**src/design/swte_pkg.sv**
```systemverilog
// Shared constants and elaboration-time width helpers for the trend estimator.
`default_nettype none

package swte_pkg;

  // Fixed payload widths
  localparam int SAMPLE_W = 16;
  localparam int SLOPE_W  = 15;
  localparam int CHANGE_W = 17;

  // Largest sample value and the slope saturation limits
  localparam int SAMPLE_MAX = 65535;
  localparam int SLOPE_MAX  = 16383;
  localparam int SLOPE_MIN_MAG = 16384;

  // Width of the running sum of the window samples
  function automatic int sum_y_w(input int n);
    return $clog2(n * SAMPLE_MAX + 1);
  endfunction

  // Width of the running position-weighted sum
  function automatic int sum_iy_w(input int n);
    return $clog2((n * (n - 1) / 2) * SAMPLE_MAX + 1);
  endfunction

  // Signed width that holds n * sum(i*y) and the numerator
  function automatic int prod_w(input int n);
    return $clog2(n * (n * (n - 1) / 2) * SAMPLE_MAX + 1) + 1;
  endfunction

  // Sum of the absolute slope coefficients |n*i - n(n-1)/2|
  function automatic int sum_abs_coef(input int n);
    int acc;
    int c;
    acc = 0;
    for (int i = 0; i < n; i++) begin
      c = n * i - n * (n - 1) / 2;
      acc = acc + ((c < 0) ? -c : c);
    end
    return acc;
  endfunction

endpackage

`default_nettype wire

```
**src/design/swte_if.sv**
```systemverilog
// Request channel interfaces: sample pairs in, trend results out.
`default_nettype none

interface swte_in_if import swte_pkg::*; ();
  logic                valid;
  logic                ready;
  logic [SAMPLE_W-1:0] mood_sample;
  logic [SAMPLE_W-1:0] fatigue_sample;

  modport source (output valid, output mood_sample, output fatigue_sample, input ready);
  modport sink   (input valid, input mood_sample, input fatigue_sample, output ready);
endinterface

interface swte_out_if import swte_pkg::*; ();
  logic                       valid;
  logic                       ready;
  logic signed [SLOPE_W-1:0]  mood_slope;
  logic signed [CHANGE_W-1:0] fatigue_change;
  logic                       trend_valid;

  modport source (output valid, output mood_slope, output fatigue_change,
                  output trend_valid, input ready);
  modport sink   (input valid, input mood_slope, input fatigue_change,
                  input trend_valid, output ready);
endinterface

`default_nettype wire

```
**src/design/swte_window.sv**
```systemverilog
// Sample windows, running sums and fill count; first pipeline stage.
`default_nettype none

module swte_window import swte_pkg::*; #(
  parameter int WINDOW_LEN = 10,
  localparam int SUM_Y_W  = sum_y_w(WINDOW_LEN),
  localparam int SUM_IY_W = sum_iy_w(WINDOW_LEN),
  localparam int CNT_W    = $clog2(WINDOW_LEN + 1)
) (
  input  wire logic                       clk_i,
  input  wire logic                       rst_ni,
  input  wire logic                       in_valid_i,
  output      logic                       in_ready_o,
  input  wire logic [SAMPLE_W-1:0]        mood_i,
  input  wire logic [SAMPLE_W-1:0]        fatigue_i,
  output      logic                       out_valid_o,
  input  wire logic                       out_ready_i,
  output      logic [SUM_Y_W-1:0]         sum_y_o,
  output      logic [SUM_IY_W-1:0]        sum_iy_o,
  output      logic signed [CHANGE_W-1:0] change_o,
  output      logic                       full_o
);

  logic [SAMPLE_W-1:0]        mood_q    [WINDOW_LEN];
  logic [SAMPLE_W-1:0]        fatigue_q [1:WINDOW_LEN-1];
  logic [SUM_Y_W-1:0]         sum_y_q, sum_y_d;
  logic [SUM_IY_W-1:0]        sum_iy_q, sum_iy_d;
  logic [SUM_Y_W-1:0]         sum_keep;
  logic [CNT_W-1:0]           cnt_q, cnt_d;
  logic signed [CHANGE_W-1:0] change_q, change_d;
  logic                       full_q;
  logic                       valid_q;
  logic                       accept;

  // Take a request when the stage is empty or its result is leaving
  assign in_ready_o = !valid_q || out_ready_i;
  assign accept     = in_valid_i && in_ready_o;

  // Slide the sums: drop the oldest sample, every position moves down by one
  always_comb begin
    sum_keep = sum_y_q - SUM_Y_W'(mood_q[0]);
    sum_y_d  = sum_keep + SUM_Y_W'(mood_i);
    sum_iy_d = sum_iy_q - SUM_IY_W'(sum_keep)
             + SUM_IY_W'(WINDOW_LEN - 1) * SUM_IY_W'(mood_i);
    cnt_d    = (cnt_q == CNT_W'(WINDOW_LEN)) ? cnt_q : cnt_q + CNT_W'(1);
    change_d = $signed(CHANGE_W'(fatigue_i)) - $signed(CHANGE_W'(fatigue_q[1]));
  end

  // Control and mood window: the window must read as zeros after reset
  always_ff @(posedge clk_i or negedge rst_ni) begin
    if (!rst_ni) begin
      valid_q  <= 1'b0;
      cnt_q    <= '0;
      full_q   <= 1'b0;
      sum_y_q  <= '0;
      sum_iy_q <= '0;
      for (int i = 0; i < WINDOW_LEN; i++) begin
        mood_q[i] <= '0;
      end
    end else begin
      if (accept) begin
        valid_q  <= 1'b1;
        cnt_q    <= cnt_d;
        full_q   <= (cnt_d == CNT_W'(WINDOW_LEN));
        sum_y_q  <= sum_y_d;
        sum_iy_q <= sum_iy_d;
        for (int i = 0; i < WINDOW_LEN - 1; i++) begin
          mood_q[i] <= mood_q[i + 1];
        end
        mood_q[WINDOW_LEN - 1] <= mood_i;
      end else if (out_ready_i) begin
        valid_q <= 1'b0;
      end
    end
  end

  // Fatigue history and the change across the window
  always_ff @(posedge clk_i) begin
    if (accept) begin
      change_q <= change_d;
      for (int i = 1; i < WINDOW_LEN - 1; i++) begin
        fatigue_q[i] <= fatigue_q[i + 1];
      end
      fatigue_q[WINDOW_LEN - 1] <= fatigue_i;
    end
  end

  assign out_valid_o = valid_q;
  assign sum_y_o     = sum_y_q;
  assign sum_iy_o    = sum_iy_q;
  assign change_o    = change_q;
  assign full_o      = full_q;

endmodule

`default_nettype wire

```
**src/design/swte_slope.sv**
```systemverilog
// Slope numerator, division by a constant via reciprocal multiply, clamp and output register.
`default_nettype none

module swte_slope import swte_pkg::*; #(
  parameter int WINDOW_LEN = 10,
  localparam int SUM_Y_W  = sum_y_w(WINDOW_LEN),
  localparam int SUM_IY_W = sum_iy_w(WINDOW_LEN)
) (
  input  wire logic                       clk_i,
  input  wire logic                       rst_ni,
  input  wire logic                       in_valid_i,
  output      logic                       in_ready_o,
  input  wire logic [SUM_Y_W-1:0]         sum_y_i,
  input  wire logic [SUM_IY_W-1:0]        sum_iy_i,
  input  wire logic signed [CHANGE_W-1:0] change_i,
  input  wire logic                       full_i,
  output      logic                       out_valid_o,
  input  wire logic                       out_ready_i,
  output      logic signed [SLOPE_W-1:0]  slope_o,
  output      logic signed [CHANGE_W-1:0] change_o,
  output      logic                       full_o
);

  localparam int S1      = WINDOW_LEN * (WINDOW_LEN - 1) / 2;
  localparam int DEN     = WINDOW_LEN * WINDOW_LEN * (WINDOW_LEN * WINDOW_LEN - 1) / 12;
  localparam int PROD_W  = prod_w(WINDOW_LEN);
  localparam int MAG_MAX = SAMPLE_MAX * sum_abs_coef(WINDOW_LEN) + DEN / 2;
  localparam int MW      = $clog2(MAG_MAX + 1);
  localparam int SHIFT   = MW + $clog2(DEN);
  localparam int RECIP_W = MW + 1;
  localparam int PW      = MW + RECIP_W;
  localparam int QW      = PW - SHIFT;
  localparam logic [63:0] RECIP64 =
    ((64'd1 << SHIFT) + 64'(DEN) - 64'd1) / 64'(DEN);
  localparam logic [RECIP_W-1:0] RECIP = RECIP_W'(RECIP64);

  logic [PROD_W-1:0]          num;
  logic [PROD_W-1:0]          num_abs;
  logic                       num_neg;

  // Numerator stage
  logic                       a_valid_q;
  logic [MW-1:0]              a_mag_q;
  logic                       a_neg_q;
  logic signed [CHANGE_W-1:0] a_change_q;
  logic                       a_full_q;
  // Multiply stage
  logic                       b_valid_q;
  logic [PW-1:0]              b_prod_q;
  logic                       b_neg_q;
  logic signed [CHANGE_W-1:0] b_change_q;
  logic                       b_full_q;
  // Output register
  logic                       c_valid_q;
  logic signed [SLOPE_W-1:0]  c_slope_q;
  logic signed [CHANGE_W-1:0] c_change_q;
  logic                       c_full_q;

  logic                       en_a, en_b, en_c;
  logic [QW-1:0]              quot;
  logic signed [SLOPE_W-1:0]  slope_d;

  // Advance each stage when it is empty or the next one takes its request
  assign en_c       = !c_valid_q || out_ready_i;
  assign en_b       = !b_valid_q || en_c;
  assign en_a       = !a_valid_q || en_b;
  assign in_ready_o = en_a;

  // Numerator N*sum(i*y) - S1*sum(y), split into sign and magnitude
  always_comb begin
    num     = PROD_W'(WINDOW_LEN) * PROD_W'(sum_iy_i) - PROD_W'(S1) * PROD_W'(sum_y_i);
    num_neg = num[PROD_W-1];
    num_abs = num_neg ? (PROD_W'(0) - num) : num;
  end

  // Rounded quotient and saturation; a partial window gives zero
  always_comb begin
    quot = b_prod_q[PW-1:SHIFT];
    if (!b_full_q) begin
      slope_d = '0;
    end else if (b_neg_q) begin
      if (32'(quot) > 32'(SLOPE_MIN_MAG)) begin
        slope_d = SLOPE_W'(0) - SLOPE_W'(SLOPE_MIN_MAG);
      end else begin
        slope_d = SLOPE_W'(0) - SLOPE_W'(quot);
      end
    end else begin
      if (32'(quot) > 32'(SLOPE_MAX)) begin
        slope_d = SLOPE_W'(SLOPE_MAX);
      end else begin
        slope_d = SLOPE_W'(quot);
      end
    end
  end

  // Stage valid flags
  always_ff @(posedge clk_i or negedge rst_ni) begin
    if (!rst_ni) begin
      a_valid_q <= 1'b0;
      b_valid_q <= 1'b0;
      c_valid_q <= 1'b0;
    end else begin
      if (en_a) begin
        a_valid_q <= in_valid_i;
      end
      if (en_b) begin
        b_valid_q <= a_valid_q;
      end
      if (en_c) begin
        c_valid_q <= b_valid_q;
      end
    end
  end

  // Stage payloads
  always_ff @(posedge clk_i) begin
    if (en_a) begin
      a_mag_q    <= MW'(num_abs) + MW'(DEN / 2);
      a_neg_q    <= num_neg;
      a_change_q <= change_i;
      a_full_q   <= full_i;
    end
    if (en_b) begin
      b_prod_q   <= PW'(a_mag_q) * PW'(RECIP);
      b_neg_q    <= a_neg_q;
      b_change_q <= a_change_q;
      b_full_q   <= a_full_q;
    end
    if (en_c) begin
      c_slope_q  <= slope_d;
      c_change_q <= b_full_q ? b_change_q : '0;
      c_full_q   <= b_full_q;
    end
  end

  assign out_valid_o = c_valid_q;
  assign slope_o     = c_slope_q;
  assign change_o    = c_change_q;
  assign full_o      = c_full_q;

endmodule

`default_nettype wire

```
**src/design/sliding_window_trend_estimator.sv**
```systemverilog
// Top level of the sliding-window trend estimator.
`default_nettype none

// Takes one mood/fatigue sample pair per request and returns one result per
// request: the rounded least-squares slope of the newest WINDOW_LEN mood
// samples and the newest fatigue sample minus the oldest in its window.
// Until WINDOW_LEN pairs have arrived both trends read zero and trend_valid
// is low. One request is taken every clock cycle while the pipeline does not
// stall; a request passes the window update, the numerator and the reciprocal
// multiply, then the output register holds its result. The rate is set by the
// running sums, which are updated once per sample pair, and by the pipelined
// multiplier that stands in for the division by the constant denominator.
// Stalls on the result side fill pipeline bubbles before they hold the input
// side.
module sliding_window_trend_estimator import swte_pkg::*; #(
  parameter int WINDOW_LEN = 10
) (
  input  wire logic      clk_i,
  input  wire logic      rst_ni,
  swte_in_if.sink        sample_i,
  swte_out_if.source     trend_o
);

  localparam int SUM_Y_W  = sum_y_w(WINDOW_LEN);
  localparam int SUM_IY_W = sum_iy_w(WINDOW_LEN);

  logic                       win_valid;
  logic                       win_ready;
  logic [SUM_Y_W-1:0]         win_sum_y;
  logic [SUM_IY_W-1:0]        win_sum_iy;
  logic signed [CHANGE_W-1:0] win_change;
  logic                       win_full;

  // Windows and running sums
  swte_window #(
    .WINDOW_LEN (WINDOW_LEN)
  ) u_window (
    .clk_i       (clk_i),
    .rst_ni      (rst_ni),
    .in_valid_i  (sample_i.valid),
    .in_ready_o  (sample_i.ready),
    .mood_i      (sample_i.mood_sample),
    .fatigue_i   (sample_i.fatigue_sample),
    .out_valid_o (win_valid),
    .out_ready_i (win_ready),
    .sum_y_o     (win_sum_y),
    .sum_iy_o    (win_sum_iy),
    .change_o    (win_change),
    .full_o      (win_full)
  );

  // Slope division and result register
  swte_slope #(
    .WINDOW_LEN (WINDOW_LEN)
  ) u_slope (
    .clk_i       (clk_i),
    .rst_ni      (rst_ni),
    .in_valid_i  (win_valid),
    .in_ready_o  (win_ready),
    .sum_y_i     (win_sum_y),
    .sum_iy_i    (win_sum_iy),
    .change_i    (win_change),
    .full_i      (win_full),
    .out_valid_o (trend_o.valid),
    .out_ready_i (trend_o.ready),
    .slope_o     (trend_o.mood_slope),
    .change_o    (trend_o.fatigue_change),
    .full_o      (trend_o.trend_valid)
  );

endmodule

`default_nettype wire

```
**src/flat_wrapper.sv**
```systemverilog
// flat-port wrapper written by rule: the top's interface ports become plain ports
module sliding_window_trend_estimator_flat import swte_pkg::*;
#(
  parameter int WINDOW_LEN = 10
)
  (clk_i, rst_ni, sample_i_valid, sample_i_mood_sample, sample_i_fatigue_sample, sample_i_ready, trend_o_valid, trend_o_mood_slope, trend_o_fatigue_change, trend_o_trend_valid, trend_o_ready);
  swte_in_if sample_i_i ();
  swte_out_if trend_o_i ();
  input  wire logic clk_i;
  input  wire logic rst_ni;
  input wire logic [$bits(sample_i_i.valid)-1:0] sample_i_valid;
  input wire logic [$bits(sample_i_i.mood_sample)-1:0] sample_i_mood_sample;
  input wire logic [$bits(sample_i_i.fatigue_sample)-1:0] sample_i_fatigue_sample;
  output wire logic [$bits(sample_i_i.ready)-1:0] sample_i_ready;
  output wire logic [$bits(trend_o_i.valid)-1:0] trend_o_valid;
  output wire logic [$bits(trend_o_i.mood_slope)-1:0] trend_o_mood_slope;
  output wire logic [$bits(trend_o_i.fatigue_change)-1:0] trend_o_fatigue_change;
  output wire logic [$bits(trend_o_i.trend_valid)-1:0] trend_o_trend_valid;
  input wire logic [$bits(trend_o_i.ready)-1:0] trend_o_ready;
  assign sample_i_i.valid = sample_i_valid;
  assign sample_i_i.mood_sample = sample_i_mood_sample;
  assign sample_i_i.fatigue_sample = sample_i_fatigue_sample;
  assign sample_i_ready = sample_i_i.ready;
  assign trend_o_valid = trend_o_i.valid;
  assign trend_o_mood_slope = trend_o_i.mood_slope;
  assign trend_o_fatigue_change = trend_o_i.fatigue_change;
  assign trend_o_trend_valid = trend_o_i.trend_valid;
  assign trend_o_i.ready = trend_o_ready;
  sliding_window_trend_estimator #(.WINDOW_LEN(WINDOW_LEN)) u_core (.clk_i(clk_i), .rst_ni(rst_ni), .sample_i(sample_i_i), .trend_o(trend_o_i));
endmodule
```
**config.mk**
```make
export PLATFORM = sky130hd
export DESIGN_NAME = sliding_window_trend_estimator_flat
export DESIGN_NICKNAME = d
export VERILOG_FILES = /design/src/design/swte_pkg.sv /design/src/design/swte_if.sv /design/src/design/swte_window.sv /design/src/design/swte_slope.sv /design/src/design/sliding_window_trend_estimator.sv /design/src/flat_wrapper.sv
export SDC_FILE = /design/constraint.sdc
export NUM_CORES = 2
export LEC_CHECK = 0
export BUFFER_PORTS_ARGS = -buffer_cell sky130_fd_sc_hd__buf_2
export CORE_MARGIN = 5
export CORE_UTILIZATION = 44
export CTS_CLUSTER_DIAMETER = 80
export DETAILED_ROUTE_END_ITERATION = 10
export SLEW_MARGIN = 20
export SYNTH_ARGS = -nofsm -noshare
export SYNTH_HDL_FRONTEND = slang
export SYNTH_SLANG_ARGS = --single-unit
```
**constraint.sdc**
```tcl
create_clock -name clk_i -period 7.6 [get_ports clk_i]
set_input_delay 0 -clock clk_i [delete_from_list [all_inputs] [get_ports clk_i]]
set_output_delay 0 -clock clk_i [all_outputs]
set_load 0.02 [all_outputs]
```
======== After elaboration in Yosys (flattened, before gate mapping) ========
Memories as Yosys holds them, arrays and structs flattened.
Cells that the tools add are included.
word-level totals
  register bits ........................... 370
  bits in writable memories ............... 144
  bits of input ports ..................... 36
  output and inout port bits .............. 35
  logic and storage cells ................. 68
  memories ................................ 1
cells by class
  add/sub/neg operators ................... 10
  multiply operators ...................... 4
  magnitude comparators ................... 2
  eq/ne operators ......................... 2
  multiplexer cells ....................... 9
  reductions and logical operators ........ 10
memory list
  memory                     words  width  rd ports  clocked after memory_dff  write ports  line               RTL
  u_core.u_window.fatigue_q  9      16     9         0                         9            swte_window.sv:25  logic [SAMPLE_W-1:0] fatigue_q [1:WINDOW_LEN-1];
operators with widths
  operator                                               number
  multiplier 24 x 23 -> 47 bit (second input constant)   1
  2-to-1 mux 15 bit                                      3
  multiplier 6 x 20 -> 26 bit (first input constant)     1
  subtractor 26 bit                                      1
  multiplier 3 x 22 -> 25 bit (first input constant)     1
  adder 24 x 9 -> 24 bit (second input constant)         1
  2-to-1 mux 24 bit                                      1
  subtractor 1 x 24 -> 24 bit (first input constant)     1
  adder 22 x 20 -> 22 bit                                1
  subtractor 22 x 20 -> 22 bit                           1
  adder 20 x 16 -> 20 bit                                1
  multiplier 4 x 16 -> 20 bit (first input constant)     1
  subtractor 20 x 16 -> 20 bit                           1
  subtractor 16 x 16 -> 17 bit                           1
  > comparator 15 x 14 -> 1 bit (second input constant)  1
  > comparator 15 bit (second input constant)            1
  subtractor 1 x 15 -> 15 bit (first input constant)     1
  == test 4 bit (second input constant)                  2
  adder 4 x 1 -> 4 bit (second input constant)           1
  logical NOT 1 bit                                      4
  logical OR 1 bit                                       4
  2-to-1 mux 1 bit                                       4
  2-to-1 mux 4 bit                                       1
  nonzero test 2 bit                                     1
  logical AND 1 bit                                      1

======== Depth between registers and ports, before layout ========
  depth in word-level cells ............... 8
  depth in mapped cells ................... 37
  mapped depth without buffers ............ 34

======== Hierarchy ========
A second synthesis with hierarchy kept.
unflattened totals
  cell total of the unflattened synthesis .. 3338
  area, all modules ....................... 35044.9 µm²
modules (own cells, without submodules)
  module       times used  cells an instance  area each (µm²)  seq. area each (µm²)
  swte_slope   1           1694               17611.9          3378.2
  swte_window  1           1644               17433.0          10039.6

======== Least setup slack after synthesis ========
No wires, ideal clock.
  kind .................................... reg-to-reg
  start ................................... register u_core.u_window.sum_iy_q[1] (netlist: u_core.u_window.sum_iy_o[1])
  end ..................................... register u_core.u_slope.a_mag_q[14] (data pin)
  setup time .............................. 0.268 ns
  arrival ................................. 7.507 ns
  data required time ...................... 7.332 ns
  slack ................................... -0.175 ns
  stages on the path, launching flop included .. 36
  path buffers ............................ 3
  period minus slack after synthesis ...... 7.775 ns
  cells stage by stage .................... dfrtp_1 > ha_1 > ha_1 > fa_1 > a21o_1 > a21oi_1 > o21bai_1 > a21oi_1 > o21bai_1 > a21oi_1 > o21bai_1 > a21oi_1 > nand2b_1 > a31oi_1 > a31oi_1 > xnor2_1 > fa_1 > ha_1 > a21o_1 > a21o_1 > a21oi_1 > nor4b_1 > o2111a_1 > o21ai_0 > and3_1 > buf_2 > or2_4 > buf_2 > clkbuf_1 > nor2_1 > xnor2_1 > ha_1 > nor3b_1 > o21ai_1 > and2b_1 > xnor3_1
on the way
  word-level cells in the longest chain between the ends .. 5
RTL lines
  item                             line               RTL
  start: declaration               swte_window.sv:27  logic [SUM_IY_W-1:0] sum_iy_q, sum_iy_d;
  start signal: assignment         swte_window.sv:66  sum_iy_q <= sum_iy_d;
  multiplier 3 x 22 -> 25 bit (*)  swte_slope.sv:71   num = PROD_W'(WINDOW_LEN) * PROD_W'(sum_iy_i) - PROD_W'(S1) * PROD_W'(sum_y_i);
  subtractor 26 bit (*)            swte_slope.sv:71
  subtractor 1 x 24 -> 24 bit      swte_slope.sv:73   num_abs = num_neg ? (PROD_W'(0) - num) : num;
  2-to-1 mux 24 bit (*)            swte_slope.sv:73
  adder 24 x 9 -> 24 bit (*)       swte_slope.sv:118  a_mag_q <= MW'(num_abs) + MW'(DEN / 2);
  end signal: assignment           swte_slope.sv:118
  end: declaration                 swte_slope.sv:43   logic [MW-1:0] a_mag_q;
Every way passes the cells marked *; elsewhere a longest branch is shown, timed or not.
A chain may end at the register's enable or synchronous reset.

======== Final worst setup path ========
  start ................................... register u_core.u_window.sum_iy_q[3] (netlist: u_core.u_window.sum_iy_o[3])
  end ..................................... register u_core.u_slope.a_mag_q[14] (data pin)
Same word-level chain as after synthesis.

==> impl_summary.log <==
[metrics] row count: 102
[metrics] Seq cells post-synth: 482
[metrics] area after detailed placement: 35900 sq um
[metrics] clock latency of the later-clocked register in the worst-skew pair: 610 ps
[metrics] height of the die: 289 um
[metrics] result of the run: completed
[metrics] first-pass GRT wire length: 111 mm
[metrics] count of TritonRoute iterations in the first routing pass: 5
[metrics] final core utilization: 0.494
[metrics] Post-Synthesis Net Count: 3971
[metrics] clk buf depth: 3
[metrics] Syn Inst Count: 3250
[metrics] number of distinct library cell variants in the gate-level netlist after synthesis: 86
[metrics] Final period util: 0.940
[metrics] layout-stage area growth over the synthesis result: 11.6%
[metrics] post-layout net count: 4099
[metrics] vias in the first global route: 22400
[metrics] Critical Path Source Type: flip-flop
[metrics] initial antenna violation count: 0
[metrics] Antenna Cells: 0
[metrics] warnings from Yosys: 0
[metrics] slack of the critical path: 455 ps
[metrics] standard cell with the maximum stage delay on the critical path: sky130_fd_sc_hd__fa_1
[metrics] fmax: 140 MHz
[metrics] Core Box Area: 77300 sq um
[metrics] aggregate global-route resource usage: 0.160
[metrics] Async S/R FF share, synth: 0.438
[metrics] synth cell count leaders: sky130_fd_sc_hd__nand2_1 (588), sky130_fd_sc_hd__inv_1 (461), sky130_fd_sc_hd__ha_1 (443)
[metrics] total non-filler cell area in the finished layout: 38200 sq um
[metrics] max-cap violations: 0
[metrics] class of the tightest hold or removal check: in -> reg
[metrics] Max Transition Viols Final: 0
[metrics] class of the most critical setup path: reg -> reg
[metrics] headroom to the max-slew limit: 0.339
[metrics] clock-pin transition on the worst setup and hold timing paths: 60 ps
[metrics] boundary pin count: 71
[metrics] Critical Path Sink Type: flip-flop
[metrics] most frequent cell on the critical path: sky130_fd_sc_hd__a21oi_2
[metrics] sequential-to-total area share from yosys stat: 0.392
[metrics] clock buffer count from CTS: 51
[metrics] Required @ worst endpoint: 7960 ps
[metrics] most numerous cell in the Yosys netlist: sky130_fd_sc_hd__nand2_1
[metrics] count of flip-flops with a built-in enable after synthesis: 271
[metrics] area enclosed by the die boundary: 83500 sq um
[metrics] most used flip-flop cell after synthesis: sky130_fd_sc_hd__edfxtp_1
[metrics] vias after detailed routing: 22200
[metrics] H-tree level count: 2
[metrics] Detailed Route WL: 65.8 mm
[metrics] number of buffer cells added on primary ports: 70
[metrics] post-detailed-placement half-perimeter wirelength: 49.6 mm
[metrics] total congestion overflow after global routing: 0
[metrics] Area contributors post-synth: sky130_fd_sc_hd__edfxtp_1 (24%), sky130_fd_sc_hd__ha_1 (16%), sky130_fd_sc_hd__dfrtp_1 (15%)
[metrics] drt first-iter violations: 1096
[metrics] fin crit period: 7140 ps
[metrics] average instance area after synthesis: 10.5 sq um
[metrics] effective utilization at floorplan: 0.443
[metrics] die span in x: 289 um
[metrics] TritonCTS clock tree: yes
[metrics] total number of clock tree sinks: 482
[metrics] Worst path max stage delay: 490 ps
[metrics] most area-hungry cell type in the Yosys netlist: sky130_fd_sc_hd__edfxtp_1
[metrics] Post-Route Hold Slack: 135 ps
[metrics] Post-route DRC: 0
[metrics] GP Congestion: 0.839
[metrics] drt via density: 4.99
[metrics] share of the synthesized area in the top cell type: 0.238
[metrics] worst slack after detailed placement: -14.5 ps
[metrics] root buffer selected by CTS: sky130_fd_sc_hd__clkbuf_16
[metrics] setup violation total in the final timing report: 0
[metrics] final hold vios: 0
[metrics] largest net degree at the start of global routing: 116
[metrics] arrival time of data at the critical path endpoint: 7500 ps
[metrics] routed length per instance: 14.7 um
[metrics] transition time at the pin with the least slew margin: 985 ps
[metrics] number of nets still failing antenna checks after routing: 0
[metrics] Syn Std Cell Area: 34200 sq um
[metrics] layout cell share with drive strength beyond 1: 0.0716
[metrics] Setup Skew: 39.0 ps
[metrics] critical path fanouts, max: 10
## logic make-up after synthesis
family	Yosys count	synth area share
buf+inv	533	0.0587
flops	482	0.392
fa+ha+maj	685	0.303
simple gates	950	0.121
compound gates	451	0.0857
mux	12	0.00373
xor+xnor	137	0.0354
## layer usage
| metal | GRT usage | vias up | routed length [um] |
|---|---|---|---|
| met5 | 0 | - | 0 |
| met4 | 0.0334 | 0 | 1190 |
| met3 | 0.0174 | 77 | 1650 |
| met2 | 0.267 | 206 | 31200 |
| met1 | 0.229 | 10800 | 31800 |
| li1 | - | 11100 | - |
## critical path, delay by kind of cell, from the launching register on
| kind | cells | cell delay [ps] |
|---|---|---|
| compound gates | 16 | 2390 |
| fa+ha+maj | 6 | 1890 |
| simple gates | 7 | 1560 |
| xor+xnor | 3 | 640 |
| flops | 1 | 430 |
## cell type report
type,instances,area [sq um]
clock inverter,27,348
clock buffer,69,1400
multi-input combinational,2235,18900
fill,7135,39100
inverter,463,1750
sequential,482,13400
tap,1040,1300
timing repair buffer,145,1060
## placed cells by master, fill, tap and decap left out, types with 11 or more instances in the layout
cell type / count
sky130_fd_sc_hd__nor3_1: 38
sky130_fd_sc_hd__clkinv_2: 11
sky130_fd_sc_hd__clkbuf_16: 51
sky130_fd_sc_hd__o21a_1: 19
sky130_fd_sc_hd__nor2_1: 114
sky130_fd_sc_hd__buf_4: 36
sky130_fd_sc_hd__and2_1: 29
sky130_fd_sc_hd__or2_2: 11
sky130_fd_sc_hd__fa_1: 242
sky130_fd_sc_hd__clkbuf_1: 12
sky130_fd_sc_hd__a211oi_1: 14
sky130_fd_sc_hd__inv_1: 461
sky130_fd_sc_hd__buf_2: 69
sky130_fd_sc_hd__o31ai_1: 14
sky130_fd_sc_hd__xor2_1: 41
sky130_fd_sc_hd__or3_1: 30
sky130_fd_sc_hd__edfxtp_1: 271
sky130_fd_sc_hd__dlygate4sd3_1: 37
sky130_fd_sc_hd__a21boi_0: 16
sky130_fd_sc_hd__o21bai_1: 17
sky130_fd_sc_hd__nor2b_1: 20
sky130_fd_sc_hd__o211ai_1: 13
sky130_fd_sc_hd__nand3_1: 46
sky130_fd_sc_hd__and3_1: 11
sky130_fd_sc_hd__a21o_1: 40
sky130_fd_sc_hd__a31oi_1: 17
sky130_fd_sc_hd__dfrtp_1: 211
sky130_fd_sc_hd__ha_1: 442
sky130_fd_sc_hd__o21ai_0: 117
sky130_fd_sc_hd__nand2_1: 587
sky130_fd_sc_hd__xnor2_1: 95
sky130_fd_sc_hd__a21oi_1: 101
sky130_fd_sc_hd__nand2b_1: 17
## state kept, by name (all words and copies together) (netlist names), 4 cells and up
| signal | flops |
|---|---|
| u_core.u_window.cnt_q | 4 |
| u_core.u_window.mood_q | 160 |
| u_core.u_window.change_o | 17 |
| u_core.u_slope.change_o | 17 |
| u_core.u_slope.b_prod_q | 15 |
| u_core.u_slope.a_mag_q | 24 |
| u_core.u_slope.a_change_q | 17 |
| u_core.u_window.sum_iy_o | 22 |
| u_core.u_window.fatigue_q | 144 |
| u_core.u_slope.slope_o | 15 |
| u_core.u_slope.b_change_q | 17 |
| u_core.u_window.sum_y_o | 20 |
## final timing paths
kind | from | to | slack (ps) | cells after the start
max | u_core.u_window.sum_iy_o[3]$_DFFE_PN0P_ | u_core.u_slope.a_mag_q[14]$_DFFE_PP_ | 460 | 32
min | sample_i_fatigue_sample[0] | u_core.u_window.fatigue_q[4][16]$_DFFE_PP_ | 130 | 2
max reg2reg | u_core.u_window.sum_iy_o[3]$_DFFE_PN0P_ | u_core.u_slope.a_mag_q[14]$_DFFE_PP_ | 460 | 32
min reg2reg | u_core.u_window.fatigue_q[3][2]$_DFFE_PP_ | u_core.u_window.fatigue_q[2][18]$_DFFE_PP_ | 390 | 0
max in group asynchronous | rst_ni | u_core.u_window.sum_iy_o[19]$_DFFE_PN0P_ | 6080 | 4
min in group asynchronous | rst_ni | u_core.u_window.mood_q[114]$_DFFE_PN0P_ | 370 | 3
## repair_timing
| item | in CTS | in global routing |
|---|---|---|
| endpoints found under the hold margin | 162 | 0 |
| buffers inserted | 0 | 2 |
| endpoints found under the setup margin | 0 | 17 |
| hold buffers | 38 | 0 |
| resized for setup | 0 | 15 |
## metrics by stage
stage          instances  TNS (ps)
5_1_grt             4461      -689
3_5_place_dp        4324     -14.5
6_report            4461         0
2_1_floorplan       3250         0
3_3_place_gp        4324         0
4_1_cts             4458         0
Power is not shown: default switching activity piles up to over one toggle a cycle in this logic, so the estimate is an artifact.
